$ cat src/design/bts_pkg.sv
`default_nettype none

package bts_pkg;

  localparam int DEF_MAX_WIDTH    = 256;
  localparam int DEF_MAX_HEIGHT   = 256;
  localparam int DEF_CHANNEL_BITS = 16;
  localparam int DEF_FRAC_BITS    = 16;

  localparam int POS_W   = 8;
  localparam int CHAN_W  = 16;
  localparam int COORD_W = 17;
  localparam int CFG_W   = 9;
  localparam int SIZE_W  = 9;
  localparam int NUM_BANKS = 4;

  localparam logic [SIZE_W-1:0] RESET_SIZE = SIZE_W'(256);

  typedef enum logic [1:0] {
    CFG_IMAGE_WIDTH  = 2'd0,
    CFG_IMAGE_HEIGHT = 2'd1,
    CFG_FILTER_MODE  = 2'd2
  } cfg_index_t;

  typedef enum logic {
    OP_LOAD   = 1'b0,
    OP_SAMPLE = 1'b1
  } opcode_t;

  typedef enum logic {
    FILTER_NEAREST  = 1'b0,
    FILTER_BILINEAR = 1'b1
  } filter_t;

  typedef struct packed {
    logic               opcode;
    logic [POS_W-1:0]   pixel_x;
    logic [POS_W-1:0]   pixel_y;
    logic [CHAN_W-1:0]  pixel_red;
    logic [CHAN_W-1:0]  pixel_green;
    logic [CHAN_W-1:0]  pixel_blue;
    logic [COORD_W-1:0] coord_u;
    logic [COORD_W-1:0] coord_v;
  } item_t;

  typedef struct packed {
    logic [CHAN_W-1:0] out_red;
    logic [CHAN_W-1:0] out_green;
    logic [CHAN_W-1:0] out_blue;
  } result_t;

  // parity of the four footprint texels, picks the bank of each
  typedef struct packed {
    logic x0;
    logic x1;
    logic y0;
    logic y1;
  } bank_sel_t;

endpackage

`default_nettype wire

$ cat src/design/bts_addr.sv
`default_nettype none

module bts_addr
  import bts_pkg::*;
#(
  parameter int MAX_WIDTH  = DEF_MAX_WIDTH,
  parameter int MAX_HEIGHT = DEF_MAX_HEIGHT,
  parameter int FRAC_BITS  = DEF_FRAC_BITS,
  localparam int CW  = FRAC_BITS + 1,
  localparam int SWB = $clog2(MAX_WIDTH + 1),
  localparam int SHB = $clog2(MAX_HEIGHT + 1),
  localparam int XB  = $clog2(MAX_WIDTH),
  localparam int YB  = $clog2(MAX_HEIGHT),
  localparam int XHB = (XB > 1) ? XB - 1 : 1,
  localparam int YHB = (YB > 1) ? YB - 1 : 1
) (
  input  wire logic                 clk,
  input  wire logic [CW-1:0]        coord_u,
  input  wire logic [CW-1:0]        coord_v,
  input  wire logic [SWB-1:0]       width_eff,
  input  wire logic [SHB-1:0]       height_eff,
  output logic      [XHB-1:0]       col_even,
  output logic      [XHB-1:0]       col_odd,
  output logic      [YHB-1:0]       row_even,
  output logic      [YHB-1:0]       row_odd,
  output bank_sel_t                 sel,
  output logic      [FRAC_BITS-1:0] tu,
  output logic      [FRAC_BITS-1:0] tv
);

  logic [CW+SWB-1:0] scaled_u;
  logic [CW+SHB-1:0] scaled_v;

  logic [SWB:0]   ipu;
  logic [SHB:0]   ipv;
  logic [SWB-1:0] last_x;
  logic [SHB-1:0] last_y;
  logic [SWB-1:0] x0_s;
  logic [SHB-1:0] y0_s;
  logic [SWB:0]   x0_inc;
  logic [SHB:0]   y0_inc;
  logic [XB-1:0]  x0;
  logic [XB-1:0]  x1;
  logic [YB-1:0]  y0;
  logic [YB-1:0]  y1;
  logic [XB-1:0]  xe;
  logic [XB-1:0]  xo;
  logic [YB-1:0]  ye;
  logic [YB-1:0]  yo;

  always_ff @(posedge clk) begin
    scaled_u <= (CW + SWB)'(coord_u) * (CW + SWB)'(width_eff);
    scaled_v <= (CW + SHB)'(coord_v) * (CW + SHB)'(height_eff);
  end

  assign ipu    = scaled_u[CW+SWB-1:FRAC_BITS];
  assign ipv    = scaled_v[CW+SHB-1:FRAC_BITS];
  assign last_x = width_eff - SWB'(1);
  assign last_y = height_eff - SHB'(1);
  assign x0_s   = (ipu > {1'b0, last_x}) ? last_x : ipu[SWB-1:0];
  assign y0_s   = (ipv > {1'b0, last_y}) ? last_y : ipv[SHB-1:0];
  assign x0_inc = {1'b0, x0_s} + (SWB + 1)'(1);
  assign y0_inc = {1'b0, y0_s} + (SHB + 1)'(1);
  assign x0     = x0_s[XB-1:0];
  assign y0     = y0_s[YB-1:0];
  assign x1     = (x0_inc < {1'b0, width_eff}) ? x0_inc[XB-1:0] : x0;
  assign y1     = (y0_inc < {1'b0, height_eff}) ? y0_inc[YB-1:0] : y0;

  assign xe = x0[0] ? x1 : x0;
  assign xo = x0[0] ? x0 : x1;
  assign ye = y0[0] ? y1 : y0;
  assign yo = y0[0] ? y0 : y1;

  assign col_even = XHB'(xe >> 1);
  assign col_odd  = XHB'(xo >> 1);
  assign row_even = YHB'(ye >> 1);
  assign row_odd  = YHB'(yo >> 1);

  assign sel.x0 = x0[0];
  assign sel.x1 = x1[0];
  assign sel.y0 = y0[0];
  assign sel.y1 = y1[0];

  assign tu = scaled_u[FRAC_BITS-1:0];
  assign tv = scaled_v[FRAC_BITS-1:0];

endmodule

`default_nettype wire

$ cat config.mk
export PLATFORM = sky130hd
export DESIGN_NAME = bts_addr
export DESIGN_NICKNAME = d
export VERILOG_FILES = /design/src/design/bts_pkg.sv /design/src/design/bts_addr.sv
export SDC_FILE = /design/constraint.sdc
export NUM_CORES = 1
export LEC_CHECK = 0
export ABC_CLOCK_PERIOD_IN_PS = 9500
export BUFFER_PORTS_ARGS = -buffer_cell sky130_fd_sc_hd__buf_2
export CAP_MARGIN = 20
export CORE_ASPECT_RATIO = 0.75
export CORE_MARGIN = 8
export CORE_UTILIZATION = 50
export CTS_BUF_LIST = sky130_fd_sc_hd__clkbuf_4
export DETAILED_ROUTE_END_ITERATION = 16
export PLACE_DENSITY_LB_ADDON = 0.12
export SYNTH_ARGS = -nofsm -noshare
export SYNTH_HDL_FRONTEND = slang
export SYNTH_SLANG_ARGS = --single-unit
$ cat constraint.sdc
create_clock -name clk -period 9.5 [get_ports clk]
set_input_delay 1.9 -clock clk [delete_from_list [all_inputs] [get_ports clk]]
set_output_delay 1.9 -clock clk [all_outputs]
set_load 0.02 [all_outputs]
# --- After elaboration in Yosys (flattened, before gate mapping) ---
# Cells that the tools add are included.
classes:
  addsub: 4
  mul: 2
  div: 0
  n_lt_le_gt_ge: 4
  n_eq_ne: 0
  n_shift: 0
  mux: 8
  n_bitwise: 0
  n_reduce_logical: 0
op_table:
  columns: ["operator", "count"]
  rows:
  - ["multiplier 17 x 9 -> 26 bit", 2]
  - ["2-to-1 mux 8 bit", 6]
  - ["adder 9 x 1 -> 10 bit (second input constant)", 2]
  - ["> comparator 10 x 9 -> 1 bit", 2]
  - ["less-than comparator 10 x 9 -> 1 bit", 2]
  - ["2-to-1 mux 9 bit", 2]
  - ["subtractor 9 x 1 -> 9 bit (second input constant)", 2]
word_totals:
  reg_bits: 52
  latchBits: 0
  mem_bits_rw: 0
  romBits: 0
  inputBits: 53
  output_inout_bits: 64
  mem_count: 0

# --- Logic depth before layout (Yosys ltp) ---
depth:
  depth_word: 7
  mapped_depth: 30
  depth_no_buf: 27

# --- Worst setup path before layout ---
# No wires, ideal clock.
synth_timing:
  kind: "in2out"
  start: "in width_eff[1]"
  end: "out col_odd[5]"
  arrival_ns: 8.312
  path_slack_ns: -0.712
  path_stages: 23
  path_buffers: 2
  cell_sequence: "clkbuf_1 clkbuf_1 inv_1 ha_1 nand4_1 xnor2_1 ha_1 a211oi_1 o21ai_0 o31ai_2 mux2i_1 ha_1 or3b_2 o41ai_1 xnor2_1 ha_1 a211o_1 a2111oi_0 a21o_1 a31o_2 nor2b_1 nand2_1 xor2_1"
synth_lines:
  columns: ["item", "line", "text"]
  rows:
  - ["start, declared", "bts_addr.sv:20", "input wire logic [SWB-1:0] width_eff,"]
  - ["end, declared", "bts_addr.sv:23", "output logic [XHB-1:0] col_odd,"]

# --- Worst setup path after layout ---
layout_timing:
  start: "in width_eff[5]"
  end: "out col_even[0]"
layout_via:
  elab_chain_cells: 7
layout_rtl:
  columns: ["item", "line", "text"]
  rows:
  - ["subtractor 9 x 1 -> 9 bit", "bts_addr.sv:58", "assign last_x = width_eff - SWB'(1);"]
  - ["> comparator 10 x 9 -> 1 bit", "bts_addr.sv:60", "assign x0_s = (ipu > {1'b0, last_x}) ? last_x : ipu[SWB-1:0];"]
  - ["2-to-1 mux 9 bit", "bts_addr.sv:60", null]
  - ["adder 9 x 1 -> 10 bit", "bts_addr.sv:62", "assign x0_inc = {1'b0, x0_s} + (SWB + 1)'(1);"]
  - ["less-than comparator 10 x 9 -> 1 bit", "bts_addr.sv:66", "assign x1 = (x0_inc < {1'b0, width_eff}) ? x0_inc[XB-1:0] : x0;"]
  - ["2-to-1 mux 8 bit", "bts_addr.sv:66", null]
  - ["2-to-1 mux 8 bit (*)", "bts_addr.sv:69", "assign xe = x0[0] ? x1 : x0;"]
  - ["end, declared", "bts_addr.sv:22", "output logic [XHB-1:0] col_even,"]
# Every way passes the cells marked *; elsewhere a longest branch is shown, timed or not.

==> results.json <==
{
  "seqPwrFrac_pct": 9.3,
  "grt_pass1_wl_um": 53740,
  "yosysWarnings": 0,
  "vias_per_cell": 5.265,
  "hold_path_class": "primary input to flop",
  "synth_area_leaders": "fa_1, ha_1, dfxtp_1, inv_1, nand2_1",
  "fin_area_sq_um": 13880,
  "grt_overflow": 0,
  "synth_area_sq_um": 12670,
  "synth_mux_area_share_pct": 0.9973,
  "synth-simple-area-share_pct": 18.39,
  "start_kind": "primary input",
  "ir_drop_v": 0.0003863,
  "coreArea_sq_um": 24960,
  "p_switching_uw": 2566,
  "synth_seq_cells": 52,
  "critPathCaptureType": "output port",
  "cpMaxStageDelayCell": "or3b_2",
  "dieArea_sq_um": 30750,
  "dr.pass1.iters": 5,
  "swShare_pct": 54.84,
  "portBuffers": 116,
  "p_clk_share_pct": 3.0,
  "syn_area_per_cell_sq_um": 8.364,
  "fin_nets": 1977,
  "hold_viol": 0,
  "root_buffer": "clkbuf_4",
  "die_x_um": 199.8,
  "clock.fmax_mhz": 107.4,
  "synth_flop_cell": "dfxtp_1",
  "p_comb_share_pct": 87.7,
  "start_util_pct": 50.76,
  "synthCells": 1515,
  "routabilityCongestion": 0.9285,
  "synth_fp_nets": 1910,
  "worstSetupPathType": "primary input to output port",
  "ios": 117,
  "synthAdderAreaFrac_pct": 46.33,
  "postRouteAntennaNets": 0,
  "crit_chain": "buf_2 -> nor4_4 -> nand3_1 -> xnor2_2 -> ha_1 -> a21o_1 -> a211oi_2 -> o21ai_2 -> o31ai_4 -> mux2i_4 -> ha_2 -> or3b_2 -> o41ai_4 -> xnor2_1 -> ha_1 -> a211o_1 -> a2111oi_4 -> a21o_1 -> a31o_4 -> o311a_4 -> nand2_2 -> mux2_2 -> buf_2",
  "synth-edff-count": 0,
  "totalWireLength_um": 32560,
  "pre_cts_ws_ps": -138.1,
  "h-tree-depth": 2,
  "finalPower_uw": 4679,
  "worst_slew_pin_slew_ps": 955.4,
  "cts_sinks": 52,
  "cts_tree": "yes",
  "cts_hold_buf": 0,
  "utilization_pct": 55.62,
  "cts_made_buffers": 5,
  "dpl.hpwl_um": 26810,
  "synth_most_common_cell": "inv_1",
  "cts.path.max_buffers": 2,
  "area_growth_pct": 9.579,
  "cts.clk_slew.worst_paths_ps": 170,
  "slew_headroom_pct": 35.50,
  "synth_top_area_share_pct": 33.49,
  "internal_power_uw": 2113,
  "slew_violations": 0,
  "yosysSeqAreaShare_pct": 8.216,
  "vias": 10120,
  "ys_async_sr_fraction_pct": 0,
  "arrival_ps": 7410,
  "synth_common_cells": "inv_1, nand2_1, fa_1",
  "yosys.area.top_type": "fa_1",
  "tns_ps": 0,
  "synth_compound_area_share_pct": 8.976,
  "wl_per_cell_um": 16.94,
  "drcViolationCount": 0,
  "setup_viol": 0,
  "place_area_sq_um": 13560,
  "required_ps": 7600,
  "maxCapViolations": 0,
  "grtUsageTotal_pct": 21.62,
  "layout-drive-gt1-share_pct": 13.90,
  "max_stage_delay_ps": 500,
  "fin_crit_sh_pct": 97.98,
  "yosysUniqueCellTypes": 60,
  "powerDensity_nw_per_um2": 337.0,
  "dieHeight_um": 153.9,
  "synth_top_family_by_area": "adder cells",
  "critical-path-top-delay-family": "compound AO/OA/AOI/OAI gates",
  "path_buf_inv": 2,
  "grt_max_degree": 30,
  "grt_pass1_vias": 10100,
  "min_period_ps": 9308,
  "grt_antenna_before_repair": 1,
  "critPathMaxFanout": 6,
  "fin_ws_ps": 192.0,
  "outcome": "finished, final reports clean",
  "drt_iter0_markers": 734,
  "synth-xor-area-share_pct": 5.530,
  "rows": 50,
  "leakagePower_uw": 0.007076
}
[power by group through the flow]
stage | logic [uW] | clock network (uW) | registers, uW
global placement | 3870 | 0 | 437
floorplan | 3000 | 0 | 403
finish | 4100 | 141 | 436
detailed placement | 3930 | 0 | 438
global route | 4550 | 151 | 444
CTS | 3970 | 144 | 432
[through the flow]
stage,instances,hold slack [ps]
final,1922,1799
after global routing,1922,1799
after CTS,1913,1779
after detailed placement,1905,2251
after global placement,1905,2241
after floorplan,1515,2022
[layout make-up]
class | instances | area (sq um)
Fill cell | 2290 | 11080
Multi-Input combinational cell | 1105 | 10460
Sequential cell | 52 | 1041
Inverter | 258 | 968.4
Timing Repair Buffer | 160 | 910.9
Tap cell | 338 | 422.9
Clock buffer | 6 | 45.04
Clock inverter | 2 | 35.03
Antenna cell | 1 | 2.502
[final timing paths]
kind                           to          from  depth (start not counted)  slack (ps)
worst max-delay path  col_even[0]  width_eff[5]                         23         190
worst min-delay path  scaled_v[0]    coord_v[0]                          2        1800
[logic make-up after synthesis]
family / Yosys count
fa+ha+maj: 342
simple gates: 494
buf+inv: 358
mux: 12
flops: 52
compound gates: 177
xor+xnor: 80
[cells in the final DEF (no fill, tap or decap), types with 6 or more instances in the layout]
| cell | count |
|---|---|
| a21o_1 | 22 |
| a21oi_1 | 61 |
| and2_1 | 111 |
| and3_1 | 9 |
| buf_2 | 116 |
| buf_4 | 44 |
| clkbuf_4 | 6 |
| dfxtp_1 | 52 |
| fa_1 | 212 |
| ha_1 | 128 |
| inv_1 | 258 |
| nand2_1 | 248 |
| nand2b_1 | 9 |
| nand3_1 | 18 |
| nand4_1 | 9 |
| nor2_1 | 43 |
| nor3_1 | 12 |
| o21a_1 | 10 |
| o21ai_0 | 32 |
| xnor2_1 | 52 |
| xor2_1 | 18 |
| xor2_2 | 6 |
[per-layer routing]
metal  vias up  global-route usage (%)  share of wire (%)
li1       4816                       -                  -
met1      4967                   34.99                 52
met2       321                   30.19                 40
met3        16                   2.901                7.7
met4         0                   3.287               0.78
met5         -                       0                  0
[registers in the layout (all words and copies together), names as in the netlist]
signal,flops
scaled_v,26
scaled_u,26
[repair_timing]
action,CTS,global route
setup buffers,0,8
endpoints found under the hold margin,0,0
resized for setup,4,32
pin swaps,1,13
setup endpoints to repair,12,24
Power figures use the tool's default switching activity.
