### src/design/bts_lerp.sv
`default_nettype none

module bts_lerp #(
  parameter int CB = 16,
  parameter int FB = 16
) (
  input  wire logic          clk,
  input  wire logic [CB-1:0] a,
  input  wire logic [CB-1:0] b,
  input  wire logic [FB-1:0] t,
  output logic      [CB-1:0] y
);

  localparam int PW = CB + FB + 2;

  logic signed [CB:0]   diff;
  logic signed [PW-1:0] prod;
  logic signed [PW-1:0] prod_q;
  logic        [CB-1:0] a_q;
  logic signed [PW-1:0] shifted;
  logic signed [PW-1:0] total;

  assign diff = $signed({1'b0, b}) - $signed({1'b0, a});
  assign prod = PW'(diff) * PW'($signed({1'b0, t}));

  always_ff @(posedge clk) begin
    prod_q <= prod;
    a_q    <= a;
  end

  // floor division by the weight scale
  assign shifted = prod_q >>> FB;
  assign total   = shifted + $signed({{(FB + 2){1'b0}}, a_q});

  always_ff @(posedge clk) begin
    y <= total[CB-1:0];
  end

endmodule

`default_nettype wire

### config.mk
export PLATFORM = sky130hd
export DESIGN_NAME = bts_lerp
export DESIGN_NICKNAME = d
export VERILOG_FILES = /design/src/design/bts_lerp.sv
export SDC_FILE = /design/constraint.sdc
export NUM_CORES = 1
export LEC_CHECK = 0
export BUFFER_PORTS_ARGS = -buffer_cell sky130_fd_sc_hd__buf_2
export CORE_MARGIN = 2
export CORE_UTILIZATION = 40
export CTS_BUF_LIST = sky130_fd_sc_hd__clkbuf_4
export CTS_CLUSTER_SIZE = 8
export DETAILED_ROUTE_END_ITERATION = 12
export PLACE_DENSITY = 0.61
export SETUP_SLACK_MARGIN = 0.1
export SKIP_CTS_REPAIR_TIMING = 1
export SYNTH_ARGS = -nofsm -noshare
export SYNTH_HDL_FRONTEND = slang
export SYNTH_SLANG_ARGS = --single-unit
### constraint.sdc
create_clock -name clk -period 9.3 [get_ports clk]
set_input_delay 0.465 -clock clk [delete_from_list [all_inputs] [get_ports clk]]
set_output_delay 0.465 -clock clk [all_outputs]
set_load 0.01 [all_outputs]
Word-level counts from Yosys, hierarchy flattened
Cells that the tools add are included.

Flip-flop bits (word level): 64. Output and inout port bits: 16.

$mul: 1. Add/subtract/negate cells: 2.

Operator list (count): multiplier 17 x 17 -> 32 bit (1); subtractor 16 x 16 -> 17 bit (1); adder 16 bit (1).

Logic depth before layout (Yosys ltp)
Gate-level depths: netlist of the first run.

Word-level depth: 2. Depth in mapped cells: 33. Mapped depth without buffers: 32.

Least setup slack after synthesis of the first run
No wires, ideal clock.

Kind: input to register. Start: in b[0]. End: reg prod_q[31]. Path slack: 1.953 ns. Data required time: 9.228 ns. Data arrival time: 7.275 ns. Stages on the path: 29. Path buffers: 1. Path through: inv_1 > ha_1 > fa_1 > nor2b_1 > o31a_1 > o211ai_2 > a31oi_1 > nor3_1 > a31oi_1 > clkbuf_1 > nand2_1 > fa_1 > fa_1 > inv_1 > fa_1 > inv_1 > fa_1 > fa_1 > fa_1 > inv_1 > ha_1 > a21o_1 > a21o_1 > a2111o_1 > o21ai_2 > o211a_4 > o311ai_4 > a21oi_2 > xnor2_1.

Cells in the longest elaborated chain, start to end: 2.

Ends and longest elaborated chain: start: declaration (RTL line 9) `input wire logic [CB-1:0] b,`; subtractor 16 x 16 -> 17 bit (RTL line 23) `assign diff = $signed({1'b0, b}) - $signed({1'b0, a});`; multiplier 17 x 17 -> 32 bit (RTL line 24) `assign prod = PW'(diff) * PW'($signed({1'b0, t}));`; net prod[31] (RTL line 17) `logic signed [PW-1:0] prod;`; end signal: assignment (RTL line 27) `prod_q <= prod;`; end: declaration (RTL line 18) `logic signed [PW-1:0] prod_q;`.

The timed path passes the listed nets, and every way through them passes these cells.

Worst setup path in the final report of the first run
Start: in a[1]. End: reg prod_q[31].

Cells in the longest elaborated chain, start to end: 2.

Ends and longest elaborated chain: start: declaration (RTL line 8) `input wire logic [CB-1:0] a,`; subtractor 16 x 16 -> 17 bit (RTL line 23); multiplier 17 x 17 -> 32 bit (RTL line 24); net prod[31] (RTL line 17).

The timed path passes the listed nets, and every way through them passes these cells.

==> results of run 1 <==
[placed cells by master (no fill, tap or decap), types with 2 or more instances in the layout]
cell type	n
buf_4	15
o22ai_1	2
buf_2	64
nor3_1	11
xnor2_2	2
o21ai_0	17
a21o_1	10
xnor2_1	42
xor2_1	17
nand4b_1	2
a31oi_1	4
inv_1	364
dfxtp_1	48
ha_1	112
nor2_1	29
nand2b_1	12
a21oi_2	4
o21ai_2	2
nor2b_1	26
a21boi_0	3
a211oi_1	3
a21oi_1	18
fa_1	263
o21a_1	4
a2111oi_4	2
nand2_1	149
or3_1	4
clkbuf_4	5
clkinvlp_4	2
a22o_1	2
and2_1	111
a21boi_1	2
nand3_1	9
[kinds of logic (layout without fill, tap and decap cells)]
logic type,count (synthesis),in the layout
buffers and inverters,401,451
AND/OR/NAND/NOR,357,357
AO/OA/AOI/OAI,88,88
XOR/XNOR,61,61
flip-flops,48,48
adder cells (fa/ha/maj),375,375
[routing by layer]
layer / global-route usage / vias to the layer above
li1: - / 3973
met1: 0.249 / 4299
met2: 0.339 / 179
met3: 0.0256 / 35
met4: 0.0427 / 0
met5: 0 / -
[registers in the layout, indices dropped and copies added (netlist names)]
name,flops
y,16
prod_q,16
a_q,16
[worst max-delay path, delay by kind of cell]
kind	cells	cell delay (ps)
AND/OR/NAND/NOR	2	360
AO/OA/AOI/OAI	13	2840
adder cells (fa/ha/maj)	8	3440
buffers and inverters	6	420
XOR/XNOR	2	870
[path summary, 6_finish.rpt]
kind	end	startpoint	cells past startpoint	slack (ps)
max	prod_q[31]	a[1]	31	1240
min	a_q[2]	a[2]	1	190
max reg2reg	y[14]	prod_q[16]	12	6220
min reg2reg	y[0]	a_q[0]	1	480
[cell usage after synthesis, drive strengths merged (2+ instances only)]
cell type / number
a2111oi: 2
a211oi: 3
a21boi: 5
a21o: 10
a21oi: 22
a22o: 2
a31oi: 4
and2: 111
buf: 5
clkbuf: 32
dfxtp: 48
fa: 263
ha: 112
inv: 364
nand2: 149
nand2b: 12
nand3: 9
nand4b: 2
nor2: 29
nor2b: 26
nor3: 11
o211a: 2
o211ai: 2
o21a: 4
o21ai: 19
o22ai: 2
o41ai: 2
or3: 4
xnor2: 44
xor2: 17
[cell type report]
cell class,count,area [sq um],area share
Clock buffer,5,37.5,0.00290
Clock inverter,3,18.8,0.00145
Inverter,364,1370,0.105
Multi-Input combinational cell,881,9660,0.745
Sequential cell,48,961,0.0741
Tap cell,390,488,0.0376
Timing Repair Buffer,79,433,0.0334
[metrics by stage]
step                hold slack (ps)  setup slack, ps  utilization  cell area [sq um]
CTS                             166             1160        0.436              13000
global route                    162              775        0.436              13000
finish                          189             1240        0.436              13000
global placement                453              922        0.434              12900
floorplan                       420             1950            -              12100
detailed placement              450              741        0.434              12900
==> impl_metrics.tcl, run 1 <==
set metrics [dict create \
    dr.pass1.iters 5 \
    grt_overflow 0 \
    synthXorXnorAreaFrac 0.0447 \
    syn_to_final_growth_pct 6.94 \
    rows 63 \
    cts.path.max_buffers 2 \
    cts_tree "done" \
    place_hpwl_um 22800 \
    drive_gt1_frac 0.0732 \
    cts.sinks 48 \
    port_buffers 64 \
    die_w_um 178 \
    worst_path_max_delay_cell "xnor2_2" \
    synth-seq-cells 48 \
    routed.top_layer "met4" \
    period_share 0.866 \
    synthSimpleGateAreaFrac 0.146 \
    max_stage_delay_ps 760 \
    die_h_um 178 \
    worst_pin_slew_ps 989 \
    cp_common_cell "fa_1" \
    rsz0062_at_grt "no" \
    finalMaxSlewViolations 0 \
    antenna_left 0 \
    antenna_found_initial 0 \
    grt_pass1_vias 9373 \
    cp.arrival_ps 8390 \
    htreeDepth 2 \
    ys_types 51 \
    clkSlewWorstSetupHoldPaths_ps 160 \
    synth_cells 1330 \
    max_freq_mhz 124 \
    hp-class "input pin to register" \
    core_area_sq_um 29700 \
    fin_nets 1803 \
    cp-start-kind "input pin" \
    ys_seq_area_frac 0.0793 \
    yosys.area.top_type_share 0.434 \
    maxCapViolations 0 \
    grtUsageTotal 0.191 \
    globalplace.congestion 0.831 \
    ys_warn_count 0 \
    synth-main-ff-cell "dfxtp_1" \
    synth-edff-count 0 \
    grt_max_degree 19 \
    synthTopCellsByArea "fa_1, ha_1, inv_1" \
    final_cells 1770 \
    async_flop_share 0 \
    antenna_cells 0 \
    clock_latency_ps 380 \
    critical_path_class "input pin to register" \
    synth_area_sq_um 12100 \
    wl_met2_um 14000 \
    dr_wl_met3_um 1270 \
    dr.first_iter.drc_count 389 \
    outcome "complete, no violations" \
    wl_met1_um 12100 \
    worstPathRequired_ps 9630 \
    finClkSkew_ps 23.1 \
    start_util 0.408 \
    cts_buffers 5 \
    vias 8486 \
    final_hold_viol_count 0 \
    vias_per_cell 4.79 \
    synth_top_family_by_area "adder cells" \
    worstPathMaxFanout 16 \
    muxShareOfSynthArea 0 \
    cts-root-buf "clkbuf_4" \
    drc 0 \
    synthesis.nets 1754 \
    worst_setup_path_end_kind "register" \
    setup_viol 0 \
    routedWlPerCell_um 15.8 \
    dp.cells 1762 \
    fin_setup_tns_ps 0 \
    slew_headroom 0.338 \
    min_period_ps 8060 \
    ioPinCount 65 \
    nFillCells 2984 \
    synth_compound_area_frac 0.0552 \
    syn_area_per_cell_sq_um 9.11 \
    die-area_sq_um 31700 \
    synth_top_cell_by_area "fa_1" \
    finalWirelength_um 27900 \
    synth_fa_ha_area_frac 0.550 \
    grt_pass1_wl_um 47300 \
]
Power of run 1 is not shown: default switching activity piles up to over one toggle a cycle in this logic, so the estimate is an artifact.
==> run 2, diff against run 1 <==
--- a/config.mk
+++ b/config.mk
@@ -7,11 +7,11 @@
 export LEC_CHECK = 0
 export BUFFER_PORTS_ARGS = -buffer_cell sky130_fd_sc_hd__buf_2
 export CORE_MARGIN = 2
-export CORE_UTILIZATION = 40
+export CORE_UTILIZATION = 50
 export CTS_BUF_LIST = sky130_fd_sc_hd__clkbuf_4
 export CTS_CLUSTER_SIZE = 8
 export DETAILED_ROUTE_END_ITERATION = 12
-export PLACE_DENSITY = 0.61
+export PLACE_DENSITY = 0.72
 export SETUP_SLACK_MARGIN = 0.1
 export SKIP_CTS_REPAIR_TIMING = 1
 export SYNTH_ARGS = -nofsm -noshare
==> run 2 against run 1 <==
Core utilization increased by 11 points. Clock-buffer cell count rose by 1. First-iteration DRC count up 2.3%. Global-route usage rose by 3.7 points. Largest cell class unchanged.
==> impl_metrics.tcl, run 2 (synthesized netlist as in run 1, its figures left out) <==
set metrics [dict create \
    hp-class "input pin to register" \
    final_cells 1698 \
    dp.cells 1691 \
    antenna_cells 0 \
    outcome "complete, no violations" \
    die_w_um 160 \
    fin_setup_tns_ps 0 \
    cts-root-buf "clkbuf_4" \
    cts.sinks 48 \
    port_buffers 64 \
    die-area_sq_um 25500 \
    maxCapViolations 0 \
    worst_setup_path_end_kind "register" \
    rrSetupSlack_ps 6250 \
    crit_end "prod_q[31]" \
    cts_tree "done" \
    worst_path_max_delay_cell "xnor2_2" \
    cp-start-kind "input pin" \
    clkSlewWorstSetupHoldPaths_ps 140 \
    routedWlPerCell_um 15.8 \
    final_common_cell "inv_1" \
    grt_pass1_wl_um 46900 \
    finClkSkew_ps 14.5 \
    clock_latency_ps 370 \
    finalWirelength_um 26800 \
    die_h_um 160 \
    min_period_ps 8030 \
    worstPathRequired_ps 9610 \
    rsz0062_at_grt "no" \
    dr.pass1.iters 5 \
    drc 0 \
    critical_path_depth 31 \
    final_cell_mix "inv_1, fa_1, nand2_1" \
    r2r_end "y[14]" \
    reg_top3 "a_q x16, prod_q x16, y x16" \
    worstPathMaxFanout 16 \
    slew_headroom 0.413 \
    placed_area_sq_um 12800 \
    syn_to_final_growth_pct 6.15 \
    path_buf_inv 6 \
    grt_pass1_vias 9590 \
    final_cell_area_sq_um 12900 \
    vias_per_cell 5.03 \
    critical_path_class "input pin to register" \
    globalplace.congestion 0.858 \
    start_util 0.513 \
    crit_start "a[1]" \
    rr_worst_depth 12 \
    grtUsageTotal 0.228 \
    dr.first_iter.drc_count 398 \
    vias 8540 \
    cts_buffers 5 \
    final_hold_viol_count 0 \
    cp_common_cell "fa_1" \
    max_freq_mhz 124 \
    antenna_found_initial 0 \
    htreeDepth 2 \
    reg2reg_from "a_q[0]" \
    cp.arrival_ps 8340 \
    setup_viol 0 \
    cts.path.max_buffers 2 \
    crit_family "adder cells" \
    fin_nets 1803 \
    grt_overflow 0 \
    rows 56 \
    max_stage_delay_ps 680 \
    grt_max_degree 19 \
    ioPinCount 65 \
    place_hpwl_um 22000 \
    post-route-util 0.545 \
    worst_pin_slew_ps 877 \
    drive_gt1_frac 0.0732 \
    finalMaxSlewViolations 0 \
    period_share 0.864 \
    core_area_sq_um 23600 \
    antenna_left 0 \
]
==> run 2: stage by stage <==
step | setup slack [ps] | hold WS (ps)
3_3_place_gp | 1010 | 445
3_5_place_dp | 899 | 441
6_report | 1270 | 192
2_1_floorplan | 1950 | 420
4_1_cts | 1270 | 180
5_1_grt | 800 | 156
==> run 2: worst min path at each step <==
stage | start | endpoint | slack (ps) | depth (start not counted)
6_report | a[9] | a_q[9] | 190 | 1
5_1_grt | a[9] | a_q[9] | 160 | 1
4_1_cts | a[9] | a_q[9] | 180 | 1
3_5_place_dp | a_q[0] | y[0] | 440 | 1
3_3_place_gp | prod_q[16] | y[0] | 450 | 1
2_1_floorplan | a_q[0] | y[0] | 420 | 1
==> run 2: final cells by class <==
| class | instances | area [sq um] |
|---|---|---|
| Tap cell | 319 | 399 |
| Fill cell | 2171 | 10700 |
| Clock inverter | 1 | 5.00 |
| Timing Repair Buffer | 79 | 433 |
| Inverter | 364 | 1370 |
| Sequential cell | 48 | 961 |
| Multi-Input combinational cell | 881 | 9660 |
| Clock buffer | 6 | 45.0 |
==> run 2: layer usage <==
metal | vias up | track usage | part of all wire
met5 | - | 0 | 0
met4 | 0 | 0.0686 | 0.029
met3 | 59 | 0.0265 | 0.044
met2 | 229 | 0.397 | 0.50
met1 | 4277 | 0.300 | 0.43
li1 | 3975 | - | -
Power of run 2 is left out for the same reason.
==> run 3, diff against run 2 <==
--- a/config.mk
+++ b/config.mk
@@ -12,6 +12,7 @@
 export CTS_CLUSTER_SIZE = 8
 export DETAILED_ROUTE_END_ITERATION = 12
 export PLACE_DENSITY = 0.72
+export RECOVER_POWER = 50
 export SETUP_SLACK_MARGIN = 0.1
 export SKIP_CTS_REPAIR_TIMING = 1
 export SYNTH_ARGS = -nofsm -noshare
==> run 3 against run 2 <==
Final area is 0.25% lower. Highest routed layer unchanged. Critical endpoint unchanged. Sequential share of layout area about the same. Sequential cell count did not move.
==> impl_metrics.tcl, run 3 (synthesized netlist as in run 1, its figures left out) <==
set metrics [dict create \
    final_hold_viol_count 0 \
    hp-class "input pin to register" \
    worst_path_max_delay_cell "xnor2_2" \
    antenna_found_initial 0 \
    syn_to_final_growth_pct 5.88 \
    place_hpwl_um 22000 \
    cp-start-kind "input pin" \
    clock_latency_ps 380 \
    worst_setup_path_end_kind "register" \
    final_cell_mix "inv_1, fa_1, nand2_1" \
    placed_area_sq_um 12800 \
    worstPathMaxFanout 16 \
    finalWirelength_um 26800 \
    crit_family "adder cells" \
    reg2reg_from "a_q[0]" \
    start_util 0.513 \
    htreeDepth 2 \
    path_buf_inv 6 \
    cts.sinks 48 \
    finClkSkew_ps 17.2 \
    grtUsageTotal 0.228 \
    antenna_cells 0 \
    worst_pin_slew_ps 868 \
    drc 0 \
    reg_top3 "a_q x16, prod_q x16, y x16" \
    worstPathRequired_ps 9610 \
    final_common_cell "inv_1" \
    rsz0062_at_grt "no" \
    fin_nets 1803 \
    final_cell_area_sq_um 12800 \
    grt_overflow 0 \
    cts_buffers 5 \
    die_h_um 160 \
    cp_common_cell "fa_1" \
    slew_headroom 0.419 \
    setup_viol 0 \
    cts-root-buf "clkbuf_4" \
    rows 56 \
    r2r_end "y[14]" \
    globalplace.congestion 0.858 \
    max_stage_delay_ps 670 \
    max_freq_mhz 124 \
    vias 8527 \
    outcome "complete, no violations" \
    cts_tree "done" \
    port_buffers 64 \
    rrSetupSlack_ps 6250 \
    critical_path_class "input pin to register" \
    fin_setup_tns_ps 0 \
    cp.arrival_ps 8400 \
    clkSlewWorstSetupHoldPaths_ps 150 \
    drive_gt1_frac 0.0544 \
    dr.pass1.iters 5 \
    antenna_left 0 \
    finalMaxSlewViolations 0 \
    die-area_sq_um 25500 \
    rr_worst_depth 12 \
    dr.first_iter.drc_count 391 \
    grt_max_degree 19 \
    whs_ps 188 \
    die_w_um 160 \
    routedWlPerCell_um 15.8 \
    vias_per_cell 5.02 \
    grt_pass1_wl_um 46900 \
    maxCapViolations 0 \
    period_share 0.871 \
    ioPinCount 65 \
    holdCritStartpoint "a[9]" \
    core_area_sq_um 23600 \
    holdPathStages 1 \
    cts.path.max_buffers 2 \
    grt_pass1_vias 9590 \
    hold_end "a_q[9]" \
    min_period_ps 8100 \
]
[run 3: layout make-up]
type | count | area (sq um)
Sequential cell | 48 | 961
Clock buffer | 6 | 45.0
Multi-Input combinational cell | 881 | 9660
Timing Repair Buffer | 79 | 400
Inverter | 364 | 1370
Fill cell | 2192 | 10800
Clock inverter | 1 | 5.00
Tap cell | 319 | 399
[run 3: how the worst max path moves through the flow]
stage | from | endpoint | slack, ps | depth (start not counted)
2_1_floorplan | b[0] | prod_q[31] | 1950 | 29
3_3_place_gp | a[1] | prod_q[31] | 1010 | 31
3_5_place_dp | a[1] | prod_q[31] | 900 | 31
4_1_cts | a[1] | prod_q[31] | 1270 | 31
5_1_grt | a[1] | prod_q[31] | 720 | 31
6_report | a[1] | prod_q[31] | 1200 | 31
[run 3: worst register-to-register path, cell delays in order (launching register included)]
cell      delay (ps)
dfxtp_1          340
ha_1             170
inv_1             60
fa_1             390
nor2b_1          130
o21ai_0          110
a21boi_0         280
o21ai_0          210
a211oi_1         370
nor3_1           160
o41ai_1          470
a21oi_1          150
xnor2_1          140
[run 3: per-stage QoR]
step	cells	util	setup WS (ps)
2_1_floorplan	1330	-	1950
3_3_place_gp	1691	0.543	1010
3_5_place_dp	1691	0.543	899
4_1_cts	1698	0.545	1270
5_1_grt	1698	0.544	720
6_report	1698	0.544	1200
[run 3: layer usage]
metal  vias up  global-route usage  routed length (um)
met5         -                   0                   0
met4         0              0.0686                 833
met3        61              0.0265                1200
met2       226               0.397               13300
met1      4262               0.300               11500
li1       3978                   -                   -
Power of run 3 is left out for the same reason.
